==> config.mk <==
export PLATFORM = sky130hd
export DESIGN_NAME = npc_job_queue
export DESIGN_NICKNAME = d
export VERILOG_FILES = /design/src/npc_pkg.sv /design/src/npc_job_queue.sv
export SDC_FILE = /design/constraint.sdc
export NUM_CORES = 1
export LEC_CHECK = 0
export BUFFER_PORTS_ARGS = -buffer_cell sky130_fd_sc_hd__buf_2
export CORE_MARGIN = 5
export CORE_UTILIZATION = 40
export DETAILED_ROUTE_END_ITERATION = 8
export PLACE_DENSITY = 0.6
export SLEW_MARGIN = 30
export SYNTH_ARGS = -nofsm -noshare
export SYNTH_HDL_FRONTEND = slang
export SYNTH_SLANG_ARGS = --single-unit
==> constraint.sdc <==
create_clock -name clk -period 8.9 [get_ports clk]
set_input_delay 0.445 -clock clk [delete_from_list [all_inputs] [get_ports clk]]
set_output_delay 0.445 -clock clk [all_outputs]
set_load 0.01 [all_outputs]
==> src/npc_pkg.sv <==
`timescale 1ns / 1ps
`default_nettype none
// ----------------------------------------------------------------------------
// npc_pkg
// Shared types and constants of the near-plane clip and projection unit.
// ----------------------------------------------------------------------------
package npc_pkg;

  localparam int unsigned QueueDepth = 4;

  typedef struct packed {
    logic signed [31:0] x;
    logic signed [31:0] y;
    logic signed [31:0] z;
    logic        [15:0] src;
  } vtx_t;

  // One vertex to emit: a plain vertex (cut low) or the point on from->to
  // at the near plane.
  typedef struct packed {
    vtx_t from_v;
    vtx_t to_v;
    logic cut;
    logic last;
  } job_t;

  typedef struct packed {
    logic [31:0] focal;
    logic [13:0] width;
    logic [13:0] height;
    logic [30:0] nearv;   // effective near plane, never zero
  } cfg_t;

  typedef enum logic [2:0] {
    S_IDLE,
    S_BLEND,
    S_LERP,
    S_MUL,
    S_DINIT,
    S_DIV,
    S_PUSH
  } back_state_t;

endpackage
`default_nettype wire

==> src/npc_job_queue.sv <==
`timescale 1ns / 1ps
`default_nettype none
// ----------------------------------------------------------------------------
// npc_job_queue
// Small FIFO of vertex jobs between the front and the back.
// ----------------------------------------------------------------------------
module npc_job_queue (
  input  wire logic           clk,
  input  wire logic           rst_n,
  input  wire npc_pkg::job_t  wr_data,
  input  wire logic           push,
  output logic                full,
  output npc_pkg::job_t       rd_data,
  input  wire logic           pop,
  output logic                empty
);
  import npc_pkg::*;

  localparam int unsigned PtrW = $clog2(QueueDepth);

  job_t            mem_r [QueueDepth];
  logic [PtrW-1:0] wp_r, rp_r;
  logic [PtrW:0]   cnt_r;

  assign full    = (cnt_r == (PtrW+1)'(QueueDepth));
  assign empty   = (cnt_r == '0);
  assign rd_data = mem_r[rp_r];

  always_ff @(posedge clk) begin
    if (!rst_n) begin
      wp_r  <= '0;
      rp_r  <= '0;
      cnt_r <= '0;
    end else begin
      if (push) wp_r <= wp_r + 1'b1;
      if (pop)  rp_r <= rp_r + 1'b1;
      cnt_r <= cnt_r + (PtrW+1)'(push) - (PtrW+1)'(pop);
    end
  end

  always_ff @(posedge clk) begin
    if (push) mem_r[wp_r] <= wr_data;
  end

endmodule
`default_nettype wire

* Word-level counts from Yosys, hierarchy flattened
Memories as Yosys holds them, arrays and structs flattened. A register that Yosys moved wholly into a read port is not among the register bits.
Index checks and enable logic that the tools add are counted.
W data, S select, Z words.
** Word-level totals
- Register bits after elaboration :: 7
- RAM bits :: 904
- Bits of input ports :: 230
- Output and inout bits :: 228
- Memories kept :: 1
** Memory list
- mem_r :: words 4, width 226, rd ports 1, clocked after Yosys merged registers in 1, wr ports 1, line npc_job_queue.sv:21 : job_t mem_r [QueueDepth];
** Cells by class
- Add/subtract/negate cells :: 4
- Eq/ne operators :: 1
- Muxes and demuxes :: 4
- Reductions and logical operators :: 1
** Operator list (number)
- $add A2 B1 Y2 const B :: 2
- $mux W2 :: 2
- $add A3 B1 Y3 :: 1
- $eq A3 B3 Y1 const B :: 1
- $logic_not A3 Y1 :: 1
- $sub A3 B1 Y3 :: 1
- $mux W1 :: 2

* Logic depth before layout (Yosys ltp)
Gate-level depths: netlist (run 1).
- Depth in word-level cells :: 3
- Mapped depth :: 7

* Least setup slack after synthesis (run 1)
OpenSTA, ideal clock, no wires.
- Path type :: reg2reg
- Start :: register wp_r[0]
- End :: memory mem_r[0][0] (netlist name) (enable)
- Library setup time :: 0.614 ns
- Arrival time :: 5.674 ns
- Setup slack :: 2.613 ns
- Stages on the path, launching flop included :: 4
- Buffers on the path :: 0
- Cells stage by stage :: dfxtp_1 > inv_1 > ha_1 > and2_1
** RTL lines
- start, declared :: line npc_job_queue.sv:22 : logic [PtrW-1:0] wp_r, rp_r;
- start signal, assigned :: line npc_job_queue.sv:35 : if (push) wp_r <= wp_r + 1'b1;
- end, declared :: line npc_job_queue.sv:21
No word-level cell before the write port.

==> results of run 1 <==
==> worst max-delay path by stage <==
stage	start	endpoint	slack, ns	cells after the start
finish	flop	rd_data[147]	5.45	3
global route	flop	rd_data[93]	5.24	4
CTS	flop	rd_data[93]	5.08	3
floorplan	wp_r[0]	mem_r[0][0]	2.61	3
global placement	flop	rd_data[93]	5.77	3
detailed placement	flop	rd_data[93]	5.78	3
==> Yosys cell counts <==
cell type,instances,area (um2)
edfxtp_1,904,27100
mux4_2,226,5090
buf_2,25,125
buf_6,17,191
dfxtp_1,9,180
buf_1,7,26.3
inv_1,7,26.3
and2_1,6,37.5
ha_1,6,75.1
nor2_1,5,18.8
xnor2_1,2,17.5
a21bo_2,1,10.0
a21oi_1,1,5.00
and3_1,1,6.26
clkbuf_1,1,3.75
fa_1,1,20.0
mux2i_1,1,10.0
nand3b_1,1,7.51
nor3_1,1,5.00
xor3_1,1,23.8
==> area by class of cell <==
cell class | count | area (um2)
inverter | 7 | 26.3
antenna | 15 | 37.5
clock buffer | 118 | 2460
timing repair buffer | 649 | 4290
sequential | 913 | 27300
fill | 6577 | 40600
tap | 1070 | 1340
clock inverter | 44 | 503
multi-input combinational | 253 | 5340
==> kinds of logic after synthesis <==
group | after synthesis | synth area share, %
AOI/OAI and AO/OA | 2 | 0.0454
xor gates and xnor gates | 3 | 0.125
adders and majority gates | 7 | 0.288
buffers and inverters | 57 | 1.13
DFF | 913 | 82.7
muxes | 227 | 15.4
and+or+nand+nor | 14 | 0.227
==> report_power, final <==
group	total, mW	internal, mW	switching, mW	leakage [nW]
Combinational	0.936	0.441	0.495	4.03
Clock	3.74	2.19	1.55	1.43
Sequential	5.00	4.95	0.0531	8.38
Total	9.68	7.58	2.10	13.8
==> metal layers <==
metal / vias up / global-route usage (%) / wire, um
met5: - / 0 / 23
met4: 4 / 3.88 / 1180
met3: 86 / 5.55 / 5960
met2: 443 / 24.6 / 33300
met1: 8105 / 18.9 / 26600
li1: 6733 / - / -
==> state kept, by name, indices dropped and copies added, names as in the netlist, named ones only <==
register / flops
cnt_r: 3
mem_r: 904
rp_r: 2
wp_r: 2
==> critical path: cells and delay by family (launching register included) <==
kind	cells	cell delay, ns
mux	1	0.43
flops	1	0.85
buf+inv	2	1.00
==> results.ini, run 1 <==
[run_status]
status=finished, final reports clean

[logic_synthesis]
synth.net_count=1460
synth.avg_cell_area_um2=27.0
ys_warn_count=0
ys_seq_elements=913
synthDistinctLibCells=20
syn_area_um2=33000
postSynthCellCount=1223
ys_seq_area_share_pct=82.7

[placement]
dp.final_hpwl_um=39400
preCtsSetupSlack_ns=5.78
place_congestion=0.730
numPortBuffers=457
place_inst=2712
placed_area_um2=36500

[finish]
instances_no_fill=3069
drive_gt1_share_pct=41.8
final_cell_mix=edfxtp_1, buf_2, mux4_2
fin_area_um2=41300
layout_commonest_cell=edfxtp_1
area_growth_pct=25.2
finish.utilization_pct=50.4
nets=2154

[clocking]
root_buffer=clkbuf_16
ctsHtreeMaxLevel=3
hold_buffers=178
cts_num_sinks=913
clockBufferDepth=3
cts_resized=0
clk_latency_ns=0.63
cts_tree=yes
cts_buffers=93
clk_pin_slew_ns=0.06
post-cts-setup-buffers=0

[grt]
antenna_found_initial=12
grt_pass1_wl_um=103000
grt_pass1_vias=16620
track_usage_pct=14.9
grt_overflow=0
grt_max_degree=120

[drt]
wl_per_cell_um=21.9
dr.pass1.iters=5
wirelength_um=67100
ant_nets=0
drt_iter0_drc=824
drcViolationCount=0
vias=15371
avgViaCountPerCell=5.01

[pwr]
finalPower_mw=9.68
p_per_area_nw_per_um2=234
vdd_drop_max_v=0.000187
p_leak_nw=13.8

[floorplanning]
die_y_um=297
rows=105
start_util_pct=40.3
die_w_um=297
design.core.area_um2=82000
dieArea_um2=88400
io_pins=458

[timing]
relSlewSlack_pct=23.4
finalCritPeriodShare_pct=38.7
skew_ns=0.0228
worstMarginPinSlew_ns=1.15
hold_ws_ns=0.0537
finalSetupViolCount=0
drv_slew=0
period_needed_ns=3.45
final.setup.tns_ns=0
final_hold_viol_count=0
fmax_ghz=0.290
grt_setup_unrepaired=no
fin_ws_ns=5.45

[min_path]
hold_path_class=input pin to flop
min_from=wr_data[197]
min_to=mem_r[0][197]
hold-path-cell-count=1

[worst_setup_path]
r2r_end=mem_r[2][194]
start_kind=flop
crit_required_ns=8.46
slowest_stage=dfxtp_4
r2r_cells=4
rrSetupSlack_ns=6.31
cp_cell_sequence=buf_4, mux4_2, buf_2
cp_max_fo=61
cp-end-kind=output port
reg2reg_from=wp_r[0]
timing_worst_setup_path_type=flop to output port
worstPathArrival_ns=3.00
slowest_delay_ns=0.85

[run]
cap_violations=0

(Power assumes the default switching activity.)
==> run 2: changes to the inputs <==
ABC_AREA = 1   (was not set)
clock period = 3.5 ns   (was 8.9 ns; I/O delays follow)
==> results.ini, run 2 <==
[run_status]
status=finished, final reports clean

[logic_synthesis]
ys_seq_elements=913
syn_area_um2=36000
ys_warn_count=0
synth.most_common_cell=edfxtp_1
synth_top_area_share_pct=75.5
synth_edf_count=904
synthDistinctLibCells=19
synth.net_count=2929
synthTopCellsByArea=edfxtp_1, inv_1, nand2_1
postSynthCellCount=2692
ys_seq_area_share_pct=76.0
synth.top_cells.by_count=edfxtp_1, inv_1, nand2_1, a21oi_1, o211ai_1
synth_top_cell_by_area=edfxtp_1
ys.flop_type=edfxtp_1
async_flop_share_pct=0
synth.avg_cell_area_um2=13.4

[drt]
avgViaCountPerCell=4.70
drt_iter0_drc=1251
ant_nets=0
wirelength_um=79800
dr.pass1.iters=5
wl_per_cell_um=17.1
drcViolationCount=0
vias=21938

[worst_setup_path]
path_delay_family=flip-flops
crit_required_ns=3.32
cp-end-kind=output port
timing_worst_setup_path_type=flop to output port
crit_buf_inv=2
worstPathArrival_ns=2.50
slowest_delay_ns=0.82
cp_cell_sequence=buf_12, o211ai_1, nand2_1, buf_2
cp_max_fo=98
slowest_stage=dfxtp_4
start_kind=flop

[floorplanning]
design.core.area_um2=89600
dieArea_um2=96000
die_y_um=310
io_pins=458
start_util_pct=40.1
die_w_um=310
rows=110

[clocking]
clk_pin_slew_ns=0.06
clockBufferDepth=3
cts_num_sinks=913
cts_buffers=95
cts_tree=yes
root_buffer=clkbuf_16
ctsHtreeMaxLevel=3
cts_resized=0
hold_buffers=230
clk_latency_ns=0.64
post-cts-setup-buffers=0

[finish]
drive_gt1_share_pct=19.9
n_fill_cell=7623
final_cell_mix=edfxtp_1, inv_1, nand2_1
top_register=mem_r
area_growth_pct=24.9
largest_reg_flops=904
layout_commonest_cell=edfxtp_1
top_regs=mem_r x904, cnt_r x3
finish.utilization_pct=50.1
nets=3648

[timing]
hold_ws_ns=0.274
finalCritPeriodShare_pct=76.4
drv_slew=0
worstMarginPinSlew_ns=0.756
grt_setup_unrepaired=no
fin_ws_ns=0.825
final.setup.tns_ns=0
skew_ns=0.0159
finalSetupViolCount=0
relSlewSlack_pct=49.6
final_hold_viol_count=0
fmax_ghz=0.374
period_needed_ns=2.68

[pwr]
swShare_pct=23.3
p_comb_share_pct=10.3
vdd_drop_max_v=0.000456
p_per_area_nw_per_um2=546
seq_power_share_pct=51.5
internal-power_mw=18.8
switchingPower_mw=5.71
pwr-share-clk_pct=38.2
p_leak_nw=17.4

[placement]
place_congestion=0.756
dp.final_hpwl_um=51200
preCtsSetupSlack_ns=1.35
numPortBuffers=457

[grt]
grt_overflow=0
grt_pass1_wl_um=122000
grt_pass1_vias=21413
track_usage_pct=16.2
grt_max_degree=108
antenna_found_initial=11

[run]
cap_violations=0

[min_path]
hold_path_class=input pin to flop

[run 2: cell types whose count changed after synthesis, sizes merged, moves of 2 or more]
cell    before  now
a21oi        1  232
and2         6    0
buf         49  130
clkbuf       1   21
inv          7  467
mux4       226    0
nand2        0  462
nor2         5    2
o211ai       0  226
o21ai        0  230
xnor2        2    0
[run 2: cell families after synthesis]
| logic type | count (synthesis) | synth area share, % |
|---|---|---|
| AOI/OAI and AO/OA | 688 | 11.2 |
| DFF | 913 | 76.0 |
| buffers and inverters | 618 | 7.67 |
| adders and majority gates | 7 | 0.264 |
| and+or+nand+nor | 466 | 4.87 |
[run 2: power by group through the flow]
stage / combinational (mW) / clock, mW / sequential, mW
2_1_floorplan: 1.30 / 0 / 12.9
3_3_place_gp: 2.32 / 0 / 12.9
3_5_place_dp: 2.34 / 0 / 12.9
4_1_cts: 2.57 / 9.68 / 12.6
5_1_grt: 2.80 / 10.1 / 12.7
6_report: 2.52 / 9.36 / 12.6
[run 2: metrics by stage]
step | std cells | area, um2 | power (mW)
after floorplan | 2692 | 36000 | 14.2
after global placement | 4260 | 39700 | 15.2
after detailed placement | 4260 | 39700 | 15.2
after CTS | 4660 | 44900 | 24.9
after global routing | 4667 | 44900 | 25.6
final | 4669 | 44900 | 24.5
[run 2: area by class of cell]
type	count	area (um2)	area share, %
Clock buffer	112	2480	5.53
Inverter	467	1770	3.94
Tap cell	1176	1470	3.28
Sequential cell	913	27300	60.9
Multi-Input combinational cell	1161	5890	13.1
Antenna cell	9	22.5	0.0502
Clock inverter	58	403	0.897
Timing Repair Buffer	773	5540	12.3
[run 2: path summary, 6_finish.rpt]
path,endpoint,startpoint,slack (ns),cells past startpoint
setup / recovery,rd_data[174],flop,0.82,4
hold / removal,mem_r[2][180],wr_data[180],0.27,2
setup reg to reg,mem_r[2][166],wp_r[0],1.40,5
hold reg to reg,flop,rp_r[1],0.46,2
[run 2: metal layers]
metal | vias to the layer above | GRT usage (%) | wire [um]
met5 | - | 0 | 20
met4 | 4 | 5.88 | 2200
met3 | 123 | 3.76 | 4410
met2 | 463 | 28.5 | 40900
met1 | 10483 | 19.8 | 32300
li1 | 10865 | - | -
[run 2: worst register-to-register path, stage by stage (launching register included)]
cell and delay [ns]:
dfxtp_2 0.35, inv_2 0.06, ha_2 0.18, nand2_2 0.07, clkinvlp_4 0.59, buf_12 0.49
==> run 3: changes to the inputs <==
ABC_AREA = 0   (was 1)
PLACE_DENSITY = 0.62   (was 0.6)
clock period = 2.2 ns   (was 3.5 ns; I/O delays follow)
==> results.ini, run 3 (same netlist as run 1, synthesis figures left out) <==
[finish]
finish.utilization_pct=54.5
nets=2305
layout_commonest_cell=edfxtp_1
top_register=mem_r
area_growth_pct=35.3
top_regs=mem_r x904, cnt_r x3
largest_reg_flops=904
final_cell_mix=edfxtp_1, buf_2, dlygate4sd3_1
drive_gt1_share_pct=44.2

[worst_setup_path]
cp-end-kind=output port
worstPathArrival_ns=2.21
r2r_cells=3
reg2reg_from=wp_r[0]
cp_max_fo=8
timing_worst_setup_path_type=flop to output port
crit_required_ns=2.09
start_kind=flop

[pwr]
finalPower_mw=40.9
p_leak_nw=15.3
pwr-share-clk_pct=37.9
seq_power_share_pct=49.3
swShare_pct=22.0
internal-power_mw=31.9
p_per_area_nw_per_um2=916
switchingPower_mw=9.00
vdd_drop_max_v=0.000753
p_comb_share_pct=12.8

[clocking]
cts_tree=yes
cts_buffers=92
clk_pin_slew_ns=0.06
ctsHtreeMaxLevel=3
clockBufferDepth=3
root_buffer=clkbuf_16
cts_num_sinks=913
clk_latency_ns=0.62

[drt]
avgViaCountPerCell=5.04
drt_iter0_drc=903
vias=16213
met2_length_um=38100
wirelength_um=74500
wl_met1_um=29200
dr.pass1.iters=4
route.met3.wl_um=5850
top_layer=met5
drcViolationCount=0
wl_per_cell_um=23.2
ant_nets=0

[timing]
period_needed_ns=2.32
fin_ws_ns=-0.115
final.setup.tns_ns=-11.92
finalCritPeriodShare_pct=105
grt_setup_unrepaired=yes
drv_slew=0
fmax_ghz=0.432
skew_ns=0.0217
finalSetupViolCount=203
relSlewSlack_pct=56.8
final_hold_viol_count=0
worstMarginPinSlew_ns=0.648

[grt]
grt_max_degree=76
grt_pass1_wl_um=111000
grt_pass1_vias=17775
track_usage_pct=16.3
grt_overflow=0
antenna_found_initial=7

[run_status]
failed_checks=setup timing
status=finished, violations left

[floorplanning]
die_y_um=297
rows=105
die_w_um=297
dieArea_um2=88400
io_pins=458
start_util_pct=40.3
design.core.area_um2=82000

[run]
cap_violations=0

[placement]
dp.final_hpwl_um=45000
numPortBuffers=457
place_congestion=0.732

[min_path]
min_from=wr_data[152]
hold_path_class=input pin to flop
hold-path-cell-count=2

[run 3: cell types whose count changed in the layout (fill, tap and decap cells not counted), sizes merged, moves of 20 or more]
cell    previous run  this run
buf              543       563
mux4               0       226
o21ai            230         0
inv              466        10
o211ai           226         0
a21oi            232         1
nand2            462         0
[run 3: through the flow]
step | instances | area (um2) | hold WS [ns] | setup slack (ns)
final | 3215 | 44700 | 0.224 | -0.115
after global routing | 3214 | 44700 | 0.186 | -0.213
after CTS | 3194 | 43600 | 0.170 | -0.194
after detailed placement | 2782 | 37400 | 0.327 | 0.445
after global placement | 2782 | 37400 | 0.319 | 0.460
after floorplan | 1223 | 33000 | 0.209 | -0.334
[run 3: final timing paths]
kind,slack (ns),endpoint
worst min-delay path,0.22,mem_r[0][152]
worst max-delay path,-0.12,rd_data[119]
worst min register to register,0.55,wp_r[1]
worst max register to register,0.49,mem_r[1][36]
[run 3: what timing repair did]
| item | in CTS | in global routing |
|---|---|---|
| setup buffers | 11 | 8 |
| setup endpoints to repair | 207 | 220 |
| hold endpoints to repair | 917 | 0 |
| hold buffers | 229 | 0 |
| cloned | 6 | 9 |
| resized for setup | 105 | 177 |
| pin swaps | 0 | 0 |
[run 3: layer usage]
layer | vias up | GRT usage, %
li1 | 7043 | -
met1 | 8534 | 20.8
met2 | 529 | 27.5
met3 | 101 | 5.10
met4 | 6 | 4.21
met5 | - | 0
[run 3: area by class of cell]
| type | instances | area [um2] |
|---|---|---|
| clock buffer | 103 | 2410 |
| antenna | 4 | 10.0 |
| inverter | 7 | 26.3 |
| timing repair buffer | 801 | 7580 |
| multi-input combinational | 253 | 5340 |
| tap | 1070 | 1340 |
| fill | 6098 | 37300 |
| sequential | 913 | 27300 |
| clock inverter | 64 | 647 |
[run 3: worst max-delay path, stage by stage (launching register included)]
cell and delay (ns):
dfxtp_4 0.41, buf_12 0.19, bufbuf_16 0.31, mux4_2 0.49, buf_2 0.17
[run 3: power by group through the flow]
stage / Sequential (mW) / Clock [mW] / Combinational, mW
4_1_cts: 20.2 / 15.9 / 4.75
5_1_grt: 20.2 / 16.7 / 5.58
6_report: 20.2 / 15.5 / 5.24
3_3_place_gp: 20.5 / 0 / 3.89
3_5_place_dp: 20.5 / 0 / 3.94
2_1_floorplan: 20.5 / 0 / 2.11
