===== src/npc_pkg.sv =====
`timescale 1ns / 1ps
`default_nettype none
// ----------------------------------------------------------------------------
// npc_pkg
// Shared types and constants of the near-plane clip and projection unit.
// ----------------------------------------------------------------------------
package npc_pkg;

  localparam int unsigned QueueDepth = 4;

  typedef struct packed {
    logic signed [31:0] x;
    logic signed [31:0] y;
    logic signed [31:0] z;
    logic        [15:0] src;
  } vtx_t;

  // One vertex to emit: a plain vertex (cut low) or the point on from->to
  // at the near plane.
  typedef struct packed {
    vtx_t from_v;
    vtx_t to_v;
    logic cut;
    logic last;
  } job_t;

  typedef struct packed {
    logic [31:0] focal;
    logic [13:0] width;
    logic [13:0] height;
    logic [30:0] nearv;   // effective near plane, never zero
  } cfg_t;

  typedef enum logic [2:0] {
    S_IDLE,
    S_BLEND,
    S_LERP,
    S_MUL,
    S_DINIT,
    S_DIV,
    S_PUSH
  } back_state_t;

endpackage
`default_nettype wire


===== src/npc_if.sv =====
`timescale 1ns / 1ps
`default_nettype none
// ----------------------------------------------------------------------------
// npc_in_if / npc_out_if
// Valid/ready channels for triangles in and projected vertices out.
// ----------------------------------------------------------------------------
interface npc_in_if;
  logic               valid;
  logic               ready;
  logic signed [31:0] pos0_x;
  logic signed [31:0] pos0_y;
  logic signed [31:0] pos0_z;
  logic signed [31:0] pos1_x;
  logic signed [31:0] pos1_y;
  logic signed [31:0] pos1_z;
  logic signed [31:0] pos2_x;
  logic signed [31:0] pos2_y;
  logic signed [31:0] pos2_z;
  logic        [15:0] source0;
  logic        [15:0] source1;
  logic        [15:0] source2;

  modport source (output valid, pos0_x, pos0_y, pos0_z, pos1_x, pos1_y, pos1_z,
                  pos2_x, pos2_y, pos2_z, source0, source1, source2,
                  input ready);
  modport sink (input valid, pos0_x, pos0_y, pos0_z, pos1_x, pos1_y, pos1_z,
                pos2_x, pos2_y, pos2_z, source0, source1, source2,
                output ready);
endinterface

`default_nettype wire


===== src/npc_front.sv =====
`timescale 1ns / 1ps
`default_nettype none
// ----------------------------------------------------------------------------
// npc_front
// Takes a triangle, classifies its vertices against the near plane and
// issues one vertex job per cycle into the job queue while it is not full.
// ----------------------------------------------------------------------------
module npc_front #(
  parameter int INDEX_BITS = 16
) (
  input  wire logic         clk,
  input  wire logic         rst_n,
  npc_in_if.sink            in_ch,
  input  wire logic [30:0]  nearv,
  output npc_pkg::job_t     q_data,
  output logic              q_push,
  input  wire logic         q_full
);
  import npc_pkg::*;

  localparam logic [15:0] IdxMask =
    (INDEX_BITS >= 16) ? 16'hFFFF : 16'((64'd1 << INDEX_BITS) - 64'd1);

  typedef struct packed {
    logic [1:0] f;
    logic [1:0] t;
    logic       cut;
    logic       last;
  } sel_t;

  function automatic logic [1:0] nxt3(input logic [1:0] i);
    nxt3 = (i == 2'd2) ? 2'd0 : i + 2'd1;
  endfunction

  // mode: number of clipped vertices; c: first clipped (one) or kept (two)
  function automatic sel_t pick(input logic [1:0] mode, input logic [1:0] c,
                                input logic [2:0] step);
    sel_t s;
    logic [1:0] a;
    logic [1:0] b;
    a = nxt3(c);
    b = nxt3(a);
    s = '0;
    case (mode)
      2'd0: begin
        s.f = step[1:0]; s.t = step[1:0]; s.last = (step == 3'd2);
      end
      2'd1: begin
        case (step)
          3'd0:    begin s.f = c; s.t = a; s.cut = 1'b1; end
          3'd1:    begin s.f = a; s.t = a; end
          3'd2:    begin s.f = b; s.t = b; end
          3'd3:    begin s.f = c; s.t = a; s.cut = 1'b1; end
          3'd4:    begin s.f = b; s.t = b; end
          default: begin s.f = c; s.t = b; s.cut = 1'b1; s.last = 1'b1; end
        endcase
      end
      default: begin
        case (step)
          3'd0:    begin s.f = c; s.t = c; end
          3'd1:    begin s.f = c; s.t = a; s.cut = 1'b1; end
          default: begin s.f = c; s.t = b; s.cut = 1'b1; s.last = 1'b1; end
        endcase
      end
    endcase
    return s;
  endfunction

  vtx_t       v_r [3];
  logic [1:0] mode_r, mode_nxt;
  logic [1:0] c_r, c_nxt;
  logic [2:0] step_r, step_nxt;
  logic       busy_r, busy_nxt;

  vtx_t       vin [3];
  logic [2:0] clip;
  logic [1:0] cnt;
  logic       accept;
  logic       last_push;
  sel_t       sel;

  always_comb begin
    vin[0] = '{in_ch.pos0_x, in_ch.pos0_y, in_ch.pos0_z, in_ch.source0 & IdxMask};
    vin[1] = '{in_ch.pos1_x, in_ch.pos1_y, in_ch.pos1_z, in_ch.source1 & IdxMask};
    vin[2] = '{in_ch.pos2_x, in_ch.pos2_y, in_ch.pos2_z, in_ch.source2 & IdxMask};
    for (int i = 0; i < 3; i++) begin
      clip[i] = $signed({vin[i].z[31], vin[i].z}) <= $signed({2'b00, nearv});
    end
    cnt = 2'({1'b0, clip[0]} + {1'b0, clip[1]} + {1'b0, clip[2]});
  end

  assign sel       = pick(mode_r, c_r, step_r);
  assign q_push    = busy_r && !q_full;
  assign last_push = q_push && sel.last;
  assign in_ch.ready = !busy_r || last_push;
  assign accept    = in_ch.valid && in_ch.ready;

  assign q_data.from_v = v_r[sel.f];
  assign q_data.to_v   = v_r[sel.t];
  assign q_data.cut    = sel.cut;
  assign q_data.last   = sel.last;

  always_comb begin
    busy_nxt = busy_r;
    step_nxt = step_r;
    mode_nxt = mode_r;
    c_nxt    = c_r;
    if (q_push) begin
      step_nxt = step_r + 3'd1;
      if (sel.last) busy_nxt = 1'b0;
    end
    if (accept) begin
      busy_nxt = (cnt != 2'd3);
      step_nxt = '0;
      mode_nxt = cnt;
      if (cnt == 2'd1) begin
        c_nxt = clip[0] ? 2'd0 : (clip[1] ? 2'd1 : 2'd2);
      end else begin
        c_nxt = !clip[0] ? 2'd0 : (!clip[1] ? 2'd1 : 2'd2);
      end
    end
  end

  always_ff @(posedge clk) begin
    if (!rst_n) begin
      busy_r <= 1'b0;
      step_r <= '0;
    end else begin
      busy_r <= busy_nxt;
      step_r <= step_nxt;
    end
  end

  always_ff @(posedge clk) begin
    mode_r <= mode_nxt;
    c_r    <= c_nxt;
    if (accept) begin
      for (int i = 0; i < 3; i++) v_r[i] <= vin[i];
    end
  end

endmodule
`default_nettype wire


===== src/flat_wrapper.sv =====
// flat-port wrapper written by rule: the top's interface ports become plain ports
module npc_front_flat import npc_pkg::*;
#(
  parameter int INDEX_BITS = 16
)
  (clk, rst_n, nearv, q_data, q_push, q_full, in_ch_valid, in_ch_pos0_x, in_ch_pos0_y, in_ch_pos0_z, in_ch_pos1_x, in_ch_pos1_y, in_ch_pos1_z, in_ch_pos2_x, in_ch_pos2_y, in_ch_pos2_z, in_ch_source0, in_ch_source1, in_ch_source2, in_ch_ready);
  npc_in_if in_ch_i ();
  input  wire logic clk;
  input  wire logic rst_n;
  input  wire logic [30:0] nearv;
  output npc_pkg::job_t q_data;
  output logic q_push;
  input  wire logic q_full;
  input wire logic [$bits(in_ch_i.valid)-1:0] in_ch_valid;
  input wire logic [$bits(in_ch_i.pos0_x)-1:0] in_ch_pos0_x;
  input wire logic [$bits(in_ch_i.pos0_y)-1:0] in_ch_pos0_y;
  input wire logic [$bits(in_ch_i.pos0_z)-1:0] in_ch_pos0_z;
  input wire logic [$bits(in_ch_i.pos1_x)-1:0] in_ch_pos1_x;
  input wire logic [$bits(in_ch_i.pos1_y)-1:0] in_ch_pos1_y;
  input wire logic [$bits(in_ch_i.pos1_z)-1:0] in_ch_pos1_z;
  input wire logic [$bits(in_ch_i.pos2_x)-1:0] in_ch_pos2_x;
  input wire logic [$bits(in_ch_i.pos2_y)-1:0] in_ch_pos2_y;
  input wire logic [$bits(in_ch_i.pos2_z)-1:0] in_ch_pos2_z;
  input wire logic [$bits(in_ch_i.source0)-1:0] in_ch_source0;
  input wire logic [$bits(in_ch_i.source1)-1:0] in_ch_source1;
  input wire logic [$bits(in_ch_i.source2)-1:0] in_ch_source2;
  output wire logic [$bits(in_ch_i.ready)-1:0] in_ch_ready;
  assign in_ch_i.valid = in_ch_valid;
  assign in_ch_i.pos0_x = in_ch_pos0_x;
  assign in_ch_i.pos0_y = in_ch_pos0_y;
  assign in_ch_i.pos0_z = in_ch_pos0_z;
  assign in_ch_i.pos1_x = in_ch_pos1_x;
  assign in_ch_i.pos1_y = in_ch_pos1_y;
  assign in_ch_i.pos1_z = in_ch_pos1_z;
  assign in_ch_i.pos2_x = in_ch_pos2_x;
  assign in_ch_i.pos2_y = in_ch_pos2_y;
  assign in_ch_i.pos2_z = in_ch_pos2_z;
  assign in_ch_i.source0 = in_ch_source0;
  assign in_ch_i.source1 = in_ch_source1;
  assign in_ch_i.source2 = in_ch_source2;
  assign in_ch_ready = in_ch_i.ready;
  npc_front #(.INDEX_BITS(INDEX_BITS)) u_core (.clk(clk), .rst_n(rst_n), .in_ch(in_ch_i), .nearv(nearv), .q_data(q_data), .q_push(q_push), .q_full(q_full));
endmodule

===== config.mk =====
export PLATFORM = sky130hd
export DESIGN_NAME = npc_front_flat
export DESIGN_NICKNAME = d
export VERILOG_FILES = /design/src/npc_pkg.sv /design/src/npc_if.sv /design/src/npc_front.sv /design/src/flat_wrapper.sv
export SDC_FILE = /design/constraint.sdc
export NUM_CORES = 1
export LEC_CHECK = 0
export BUFFER_PORTS_ARGS = -buffer_cell sky130_fd_sc_hd__buf_2
export CAP_MARGIN = 20
export CORE_AREA = 2 2 231 233
export CTS_CLUSTER_DIAMETER = 200
export DETAILED_ROUTE_END_ITERATION = 7
export DIE_AREA = 0 0 233 235
export SETUP_SLACK_MARGIN = 0.05
export SLEW_MARGIN = 15
export SYNTH_ARGS = -nofsm -noshare
export SYNTH_HDL_FRONTEND = slang
export SYNTH_SLANG_ARGS = --single-unit
export TNS_END_PERCENT = 50

===== constraint.sdc =====
create_clock -name clk -period 49.8 [get_ports clk]
set_input_delay 7.47 -clock clk [delete_from_list [all_inputs] [get_ports clk]]
set_output_delay 7.47 -clock clk [all_outputs]
set_load 0.01 [all_outputs]

== Word level (Yosys, flattened, before mapping) ==
Memories as Yosys holds them, arrays and structs flattened.
Cells that the tools add are included.
Storage, ports and cells
  RAM bits: 336
  register bits after elaboration: 8
  input bits: 371
  output and inout port bits: 228
  word-level logic and storage cells: 61
  memories kept: 1
Cells by class
  order comparisons: 3
  add/subtract/negate cells: 5
  bitwise gates (word level): 1
  muxes and demuxes: 21
  reductions and logical operators: 17
  equality and inequality tests: 9
Memories
  u_core.v_r: words 3, width 112, rd ports 2, clocked after memory_dff 0, wr ports 3, line npc_front.sv:69  | vtx_t v_r [3];
Operators with widths (count)
  32-bit less-or-equal comparator: 3
  2-bit 2-to-1 mux: 7
  4-bit case mux with 3 select lines: 1
  1-bit 2-to-1 mux: 9
  4-bit case mux with 2 select lines: 1
  2-bit OR reduction: 4
  3-bit by 2-bit equality test with 1-bit output, second input constant: 2
  5-bit OR reduction: 1
  2-bit by 1-bit adder with 2-bit output, second input constant: 2
  2-bit by 1-bit equality test with 1-bit output, second input constant: 2
  2-bit equality test, second input constant: 2
  1-bit case mux with 2 select lines: 2
  2-bit case mux with 2 select lines: 1
  2-bit nonzero test: 2
  3-bit by 1-bit adder with 3-bit output, second input constant: 1
  3-bit by 1-bit equality test with 1-bit output, second input constant: 1
  3-bit equality test, second input constant: 1
  1-bit logical AND: 3
  3-bit logical NOT: 1
  3-bit OR reduction: 1
  1-bit by 1-bit adder with 2-bit output: 1
  2-bit by 1-bit adder with 2-bit output: 1
  1-bit logical NOT: 2
  2-bit logical NOT: 1
  other kinds (4): 4

== Depth between registers and ports, before layout ==
Gate-level depths: netlist (run 1).
  word-level depth: 9
  gate-level depth with buffers: 13
  mapped depth without buffers: 12

== Least setup slack after synthesis (run 1) ==
Ideal clock, no wire load.
  kind: input-to-reg
  start: in q_full
  end: reg u_core.c_r[0] (enable)
  setup time: 1.156 ns
  data required time: 48.644 ns
  arrival time: 23.953 ns
  stages on the path: 2
  buffers on the path: 0
  slack: 24.691 ns
  cell sequence: nand2b_1 > a21oi_1
Between the ends
  word-level cells in the longest chain between the ends: 5
Ends and longest elaborated chain
  start: declaration: line flat_wrapper.sv:13  | input wire logic q_full;
  1-bit logical NOT: line npc_front.sv:93  | assign q_push = busy_r && !q_full;
  1-bit logical AND: line npc_front.sv:93
  1-bit logical AND: line npc_front.sv:94  | assign last_push = q_push && sel.last;
  1-bit logical OR: line npc_front.sv:95  | assign in_ch.ready = !busy_r || last_push;
  1-bit logical AND: line npc_front.sv:96  | assign accept = in_ch.valid && in_ch.ready;
  via u_core.accept: line npc_front.sv:78  | logic accept;
  end signal: assignment: line npc_front.sv:136  | c_r <= c_nxt;
  end: declaration: line npc_front.sv:71  | logic [1:0] c_r, c_nxt;
The timed path passes the listed nets, and every way through them passes these cells.
A chain may end at the register's enable or synchronous reset.

== Worst setup path after layout (run 1) ==
  start: in q_full
  end: out q_push
Between the ends
  word-level cells in the longest chain between the ends: 2
Ends and longest elaborated chain
  1-bit logical NOT: line npc_front.sv:93
  1-bit logical AND: line npc_front.sv:93
  end: declaration: line flat_wrapper.sv:12  | output logic q_push;
No other way between the ends.

==> impl_metrics.ini, run 1 <==
[status]
outcome = finished, final reports clean

[placement]
gp_congestion = 0.909
port-buffer-count = 598
hpwl_um = 41900

[sta]
worst_slew_pin_slew_ns = 1.22
holdWs_ns = 0.632
layout_min_cycle_time_ns = 15.56
rsz0062_at_grt = false
max_freq_mhz = 64.3
setup_viol = 0
setup-tns-final_ns = 0
finalCritPeriodShare_pct = 31.2
hold_viol = 0
skew_ns = 0.0207
relSlewSlack_pct = 18.4
maxSlewViolCount = 0

[power_and_ir_drop]
pwr-share-clk_pct = 30.5
seqPwrFrac_pct = 39.0
combPwrFrac_pct = 30.5
internal_power_mw = 0.631
ir_worst_vdd_v = 0.0000248
switching_power_mw = 0.312
swShare_pct = 33.1
power.leakage_nw = 9.82
powerDensity_nw_per_um2 = 42.0
p_total_mw = 0.944

[grt]
grt_pass1_wl_um = 81000
grt_pass1_vias = 13700
grt_max_degree = 177
gr-total-overflow = 0
antenna_found_initial = 26
grtUsageTotal_pct = 19.5

[synthesis]
yosysMostFrequentCell = edfxtp_1
ys.flop_type = edfxtp_1
ys_async_sr_fraction_pct = 0
synth-edff-count = 340
ys_warn_count = 0
synth_area_um2 = 17700
synth_top_area_share_pct = 57.8
synth.avg_cell_area_um2 = 12.2
yosys.cell_types.count = 58
synth_nets = 1918
netlist_top_cells_count = 340 x edfxtp_1, 227 x mux2i_1, 157 x a21oi_1, 141 x nand2_1, 129 x nor2_1
synth-simple-area-share_pct = 7.46
syn_inst = 1448
synth_top_family_by_area = multiplexers
synth-adder-area-share_pct = 7.01
yosysSeqAreaShare_pct = 58.2
synthXorXnorAreaFrac_pct = 0.0991
synth_compound_area_share_pct = 10.6
yosysTopAreaCell = edfxtp_1
yosys_register_bits = 344
yosys-top-cells-area = edfxtp_1 58%, mux2i_1 13%, ha_1 7.0%, a21oi_1 4.4%, nand2_1 3.0%
muxShareOfSynthArea_pct = 12.9

[finish]
fin_util_pct = 43.0
multi_input_area_um2 = 6760
syn2layout_area_growth_pct = 27.2
finalNetCount = 2494
drive_gt1_share_pct = 33.0
nFillCells = 4920
regArea_um2 = 10300

[drt]
wl_um = 56100
firstDrtPassIters = 5
wire_per_inst_um = 20.4
drt_iter0_markers = 754
routed-via-count = 13900
via_per_inst = 5.03
drcViolationCount = 0
drtAntennaViolNets = 0

[clocking]
clk_latency_ns = 0.56
cts_buffer_depth = 3
clk_pin_slew_ns = 0.05
cts.repair_timing.setup_buffer_count = 0
cts_hold_buffers = 0
cts_tree = done
numCtsBuffers = 42
htreeDepth = 2
ctsResizeCount = 0
cts_sinks = 344
clockRootBuffer = clkbuf_16

[floorplan]
fp.dieH_um = 235
core_um2 = 52200
chipWidth_um = 233
num_rows = 84
start_util_pct = 33.8
ios = 599
dieArea_um2 = 54800

[critical_path]
crit_path_end_kind = output port
crit_path_frequent_cell = buf_2
critical_path_class = input pin to output port
worst-path-max-fanout = 6
worstPathArrival_ns = 8.09
cp_slowest_cell = nor2b_1
cp_top_family = buffers and inverters
worst_ep_required_time_ns = 42.33
max_stage_delay_ns = 0.31
path_buf_inv = 2
path_cells = buf_2, nor2b_1, buf_2
startpoint_type = input pin

[run]
max_cap_violations = 0

[hold_path]
hold_class = register to register
-- stage by stage --
stage / std cells / instance area, um^2 / worst slack [ns]
global route: 2753 / 22500 / 34.15
global placement: 2668 / 21200 / 34.25
floorplan: 1448 / 17700 / 24.69
detailed placement: 2668 / 21200 / 34.23
CTS: 2744 / 22400 / 34.24
finish: 2755 / 22500 / 34.24
-- path summary, 6_finish.rpt --
check,from,to,slack (ns),depth (start not counted)
max,q_full,q_push,34.24,3
min,u_core.step_r[0],u_core.step_r[0],0.63,2
max reg2reg,u_core.step_r[1],u_core.v_r[2][55],45.18,9
min reg2reg,u_core.step_r[0],u_core.step_r[0],0.63,2
-- sequential cells by signal, summed over array words and instances, names as in the netlist --
register,cells
u_core.busy_r,1
u_core.c_r,2
u_core.mode_r,2
u_core.step_r,3
u_core.v_r,336
-- layout make-up --
class | count | area share (%)
well taps | 688 | 3.83
multi-input cells | 985 | 30.1
inverters | 39 | 0.651
clock inverters | 22 | 0.729
repair buffers | 612 | 13.8
clock buffers | 54 | 4.97
diodes | 11 | 0.122
flip-flops and latches | 344 | 45.8
-- layer usage --
layer | routed length, um | up-vias | GRT usage, %
li1 | - | 6593 | -
met1 | 21200 | 6599 | 21.7
met2 | 27800 | 526 | 34.2
met3 | 5330 | 122 | 6.95
met4 | 1580 | 28 | 6.50
met5 | 196 | - | 0
-- logic make-up after synthesis --
logic type / after synthesis
xor gates and xnor gates: 2
muxes: 227
AOI/OAI and AO/OA: 339
adders and majority gates: 99
and+or+nand+nor: 318
buffers and inverters: 119
DFF: 344
-- worst register-to-register path, stage by stage, from the launching register on --
cell	delay [ns]
dfxtp_1	0.45
inv_1	0.14
ha_1	0.32
nor3_1	0.21
nor2_1	0.06
o31ai_1	0.33
nand2b_1	0.17
a21oi_4	0.77
buf_4	0.78
buf_4	0.92
-- cells in the final DEF (no fill, tap or decap), types with 3 or more instances in the layout --
cell,synthesis,layout
clkinv_2,0,8
nand2_1,141,141
clkbuf_16,0,43
clkinv_1,0,8
dfxtp_1,4,4
buf_2,24,598
nand4b_1,3,3
edfxtp_1,340,340
diode_2,0,11
clkbuf_1,30,11
a211oi_1,3,3
nor2_1,129,129
nand4_1,12,12
nor4_1,5,5
o211ai_1,4,4
nand2b_1,3,3
a2111oi_0,3,3
a21o_1,9,9
nand3_1,8,8
ha_1,99,99
mux2i_1,227,227
nor2b_1,5,5
a21oi_1,157,156
o21ai_1,69,69
a221o_1,4,4
o21ai_0,64,64
nor3_1,3,3
buf_4,7,13
inv_1,38,38
-- power by group through the flow --
stage | clock network, mW | logic [mW] | registers, mW
floorplan | 0 | 0.179 | 0.389
detailed placement | 0 | 0.290 | 0.373
CTS | 0.295 | 0.292 | 0.367
global route | 0.305 | 0.314 | 0.371
finish | 0.288 | 0.288 | 0.368
global placement | 0 | 0.287 | 0.372
Note: power is estimated with default switching activity, not from simulation.
==> run 2, diff against run 1 <==
--- a/config.mk
+++ b/config.mk
@@ -5,6 +5,7 @@
 export SDC_FILE = /design/constraint.sdc
 export NUM_CORES = 1
 export LEC_CHECK = 0
+export ABC_AREA = 1
 export BUFFER_PORTS_ARGS = -buffer_cell sky130_fd_sc_hd__buf_2
 export CAP_MARGIN = 20
 export CORE_AREA = 2 2 231 233
==> constraint.sdc (replaced) <==
create_clock -name clk -period 16.2 [get_ports clk]
set_input_delay 2.43 -clock clk [delete_from_list [all_inputs] [get_ports clk]]
set_output_delay 2.43 -clock clk [all_outputs]
set_load 0.01 [all_outputs]
==> impl_metrics.ini, run 2 <==
[placement]
place_area_um2 = 21000
post-place-ws_ns = 9.73
port-buffer-count = 598
hpwl_um = 43100
gp_congestion = 0.917

[sta]
maxSlewViolCount = 0
rsz0062_at_grt = false
relSlewSlack_pct = 29.6
setup-tns-final_ns = 0
finalCritPeriodShare_pct = 43.3
setup_viol = 0
max_freq_mhz = 143
setup_slack_ns = 9.19
worst_slew_pin_slew_ns = 1.06
layout_min_cycle_time_ns = 7.01
hold_viol = 0
skew_ns = 0.0169

[status]
outcome = finished, final reports clean

[drt]
via_per_inst = 5.14
wire_per_inst_um = 20.2
routed-via-count = 15200
drt_iter0_markers = 1160
drcViolationCount = 0
wl_um = 59800
drtAntennaViolNets = 0
firstDrtPassIters = 5

[floorplan]
num_rows = 84
chipWidth_um = 233
fp.dieH_um = 235
start_util_pct = 33.4
ios = 599
dieArea_um2 = 54800
core_um2 = 52200

[finish]
reg_top3 = u_core.v_r: 336 flops, u_core.step_r: 3 flops
final_common_cell = buf_2
drive_gt1_share_pct = 30.0
final_cell_mix = 598 x buf_2, 340 x edfxtp_1, 221 x nand2_1
multi_input_area_um2 = 6000
syn2layout_area_growth_pct = 28.1
regMostFlops = u_core.v_r
postLayoutCellArea_um2 = 22400
finalNetCount = 2701
regArea_um2 = 10300
nFillCells = 5040
largest_reg_flops = 336

[clocking]
clk_latency_ns = 0.56
clk_pin_slew_ns = 0.06
numCtsBuffers = 42
cts.repair_timing.setup_buffer_count = 0
ctsResizeCount = 0
clockRootBuffer = clkbuf_16
cts_hold_buffers = 0
cts_tree = done
cts_sinks = 344
htreeDepth = 2
cts_buffer_depth = 3

[synthesis]
yosys-top-cells-area = edfxtp_1 58%, ha_1 7.1%, a22oi_1 4.8%, nand2_1 4.8%, a21oi_1 4.5%
netlist_top_cells_count = 340 x edfxtp_1, 222 x nand2_1, 190 x inv_1, 157 x a21oi_1, 147 x nor2_1
yosys_register_bits = 344
synth.avg_cell_area_um2 = 10.4
syn_inst = 1672
yosysMostFrequentCell = edfxtp_1
synth_nets = 2142
synth-edff-count = 340
ys.flop_type = edfxtp_1
yosys.cell_types.count = 32
ys_warn_count = 0
synth_top_area_share_pct = 58.5
yosysSeqAreaShare_pct = 58.9
synth_area_um2 = 17500
yosysTopAreaCell = edfxtp_1
ys_async_sr_fraction_pct = 0

[grt]
grt_pass1_wl_um = 87900
grtUsageTotal_pct = 20.8
grt_pass1_vias = 15100
gr-total-overflow = 0
grt_max_degree = 120
antenna_found_initial = 15

[power_and_ir_drop]
powerDensity_nw_per_um2 = 128
ir_worst_vdd_v = 0.0000690
power.leakage_nw = 9.89

[critical_path]
startpoint_type = register
crit_path_frequent_cell = nand2_1
max_stage_delay_ns = 0.72
worst_ep_required_time_ns = 13.77
path_buf_inv = 5
worst-path-max-fanout = 60
critical_path_class = register to output port
cp_slowest_cell = buf_4
path_cells = inv_1, ha_1, inv_1, o21ai_0, nand2_1, nand3_1, o221ai_1, nand2_1, nand2_4, inv_4, buf_4, nand2_1, a22oi_1, buf_2
cp_top_family = buffers and inverters
worstPathArrival_ns = 4.58
crit_path_end_kind = output port

[run]
max_cap_violations = 0

[hold_path]
hold_class = register to register
-- run 2: changes by cell type after synthesis, sizes merged, moves of 9 or more --
cell,change
a22oi,+110
buf,+20
inv,+155
mux2i,-227
nand2,+82
nand3,+9
nor2,+18
o22ai,+110
-- run 2: layer usage --
| layer | track usage (%) | vias to the layer above | wire length, um |
|---|---|---|---|
| met5 | 0 | - | 46 |
| met4 | 7.26 | 8 | 1820 |
| met3 | 4.84 | 111 | 4890 |
| met2 | 37.1 | 658 | 29900 |
| met1 | 24.2 | 7256 | 23200 |
| li1 | - | 7172 | - |
-- run 2: path summary, 6_finish.rpt --
kind	start	to	slack, ns	depth (start not counted)
setup reg to reg	u_core.step_r[0]	u_core.v_r[2][55]	11.64	13
hold reg to reg	u_core.step_r[0]	u_core.step_r[0]	0.57	2
hold / removal	u_core.step_r[0]	u_core.step_r[0]	0.57	2
setup / recovery	u_core.step_r[0]	q_data[172]	9.19	14
-- run 2: cells by family after synthesis --
family / after synthesis / synth area share, %
AND/OR/NAND/NOR: 404 / 9.09
adder cells (fa/ha/maj): 99 / 7.10
flip-flops: 344 / 58.9
XOR/XNOR: 1 / 0.0502
AO/OA/AOI/OAI: 533 / 18.0
buffers and inverters: 291 / 6.79
-- run 2: final cells by class --
type                    instances  share of cell area (%)
flip-flops and latches        344                    46.0
multi-input cells            1037                    26.9
repair buffers                612                    13.9
clock buffers                  52                    4.96
well taps                     688                    3.85
inverters                     194                    3.31
clock inverters                22                   0.935
diodes                          9                   0.101
-- run 2: worst reg2reg max path, delay by kind of cell (launching register included) --
kind            cells  cell delay, ns
buf+inv             5            2.60
flops               1            0.43
compound gates      2            0.21
simple gates        5            0.63
fa+ha+maj           1            0.23
-- run 2: power breakdown --
group          internal, mW  total [mW]  switching, mW
Clock                 0.547       0.916          0.369
Combinational         0.288       0.846          0.558
Sequential             1.07        1.09         0.0293
Total                  1.90        2.86          0.957
-- run 2: metrics by stage --
stage / hold WS, ns / instances / power (mW) / util [%]
after floorplan: 0.511 / 1672 / 1.61 / -
after global placement: 0.534 / 2874 / 1.94 / 40.2
after detailed placement: 0.558 / 2874 / 1.95 / 40.2
after CTS: 0.567 / 2948 / 2.88 / 42.7
after global routing: 0.594 / 2955 / 2.99 / 42.8
final: 0.567 / 2958 / 2.86 / 42.8
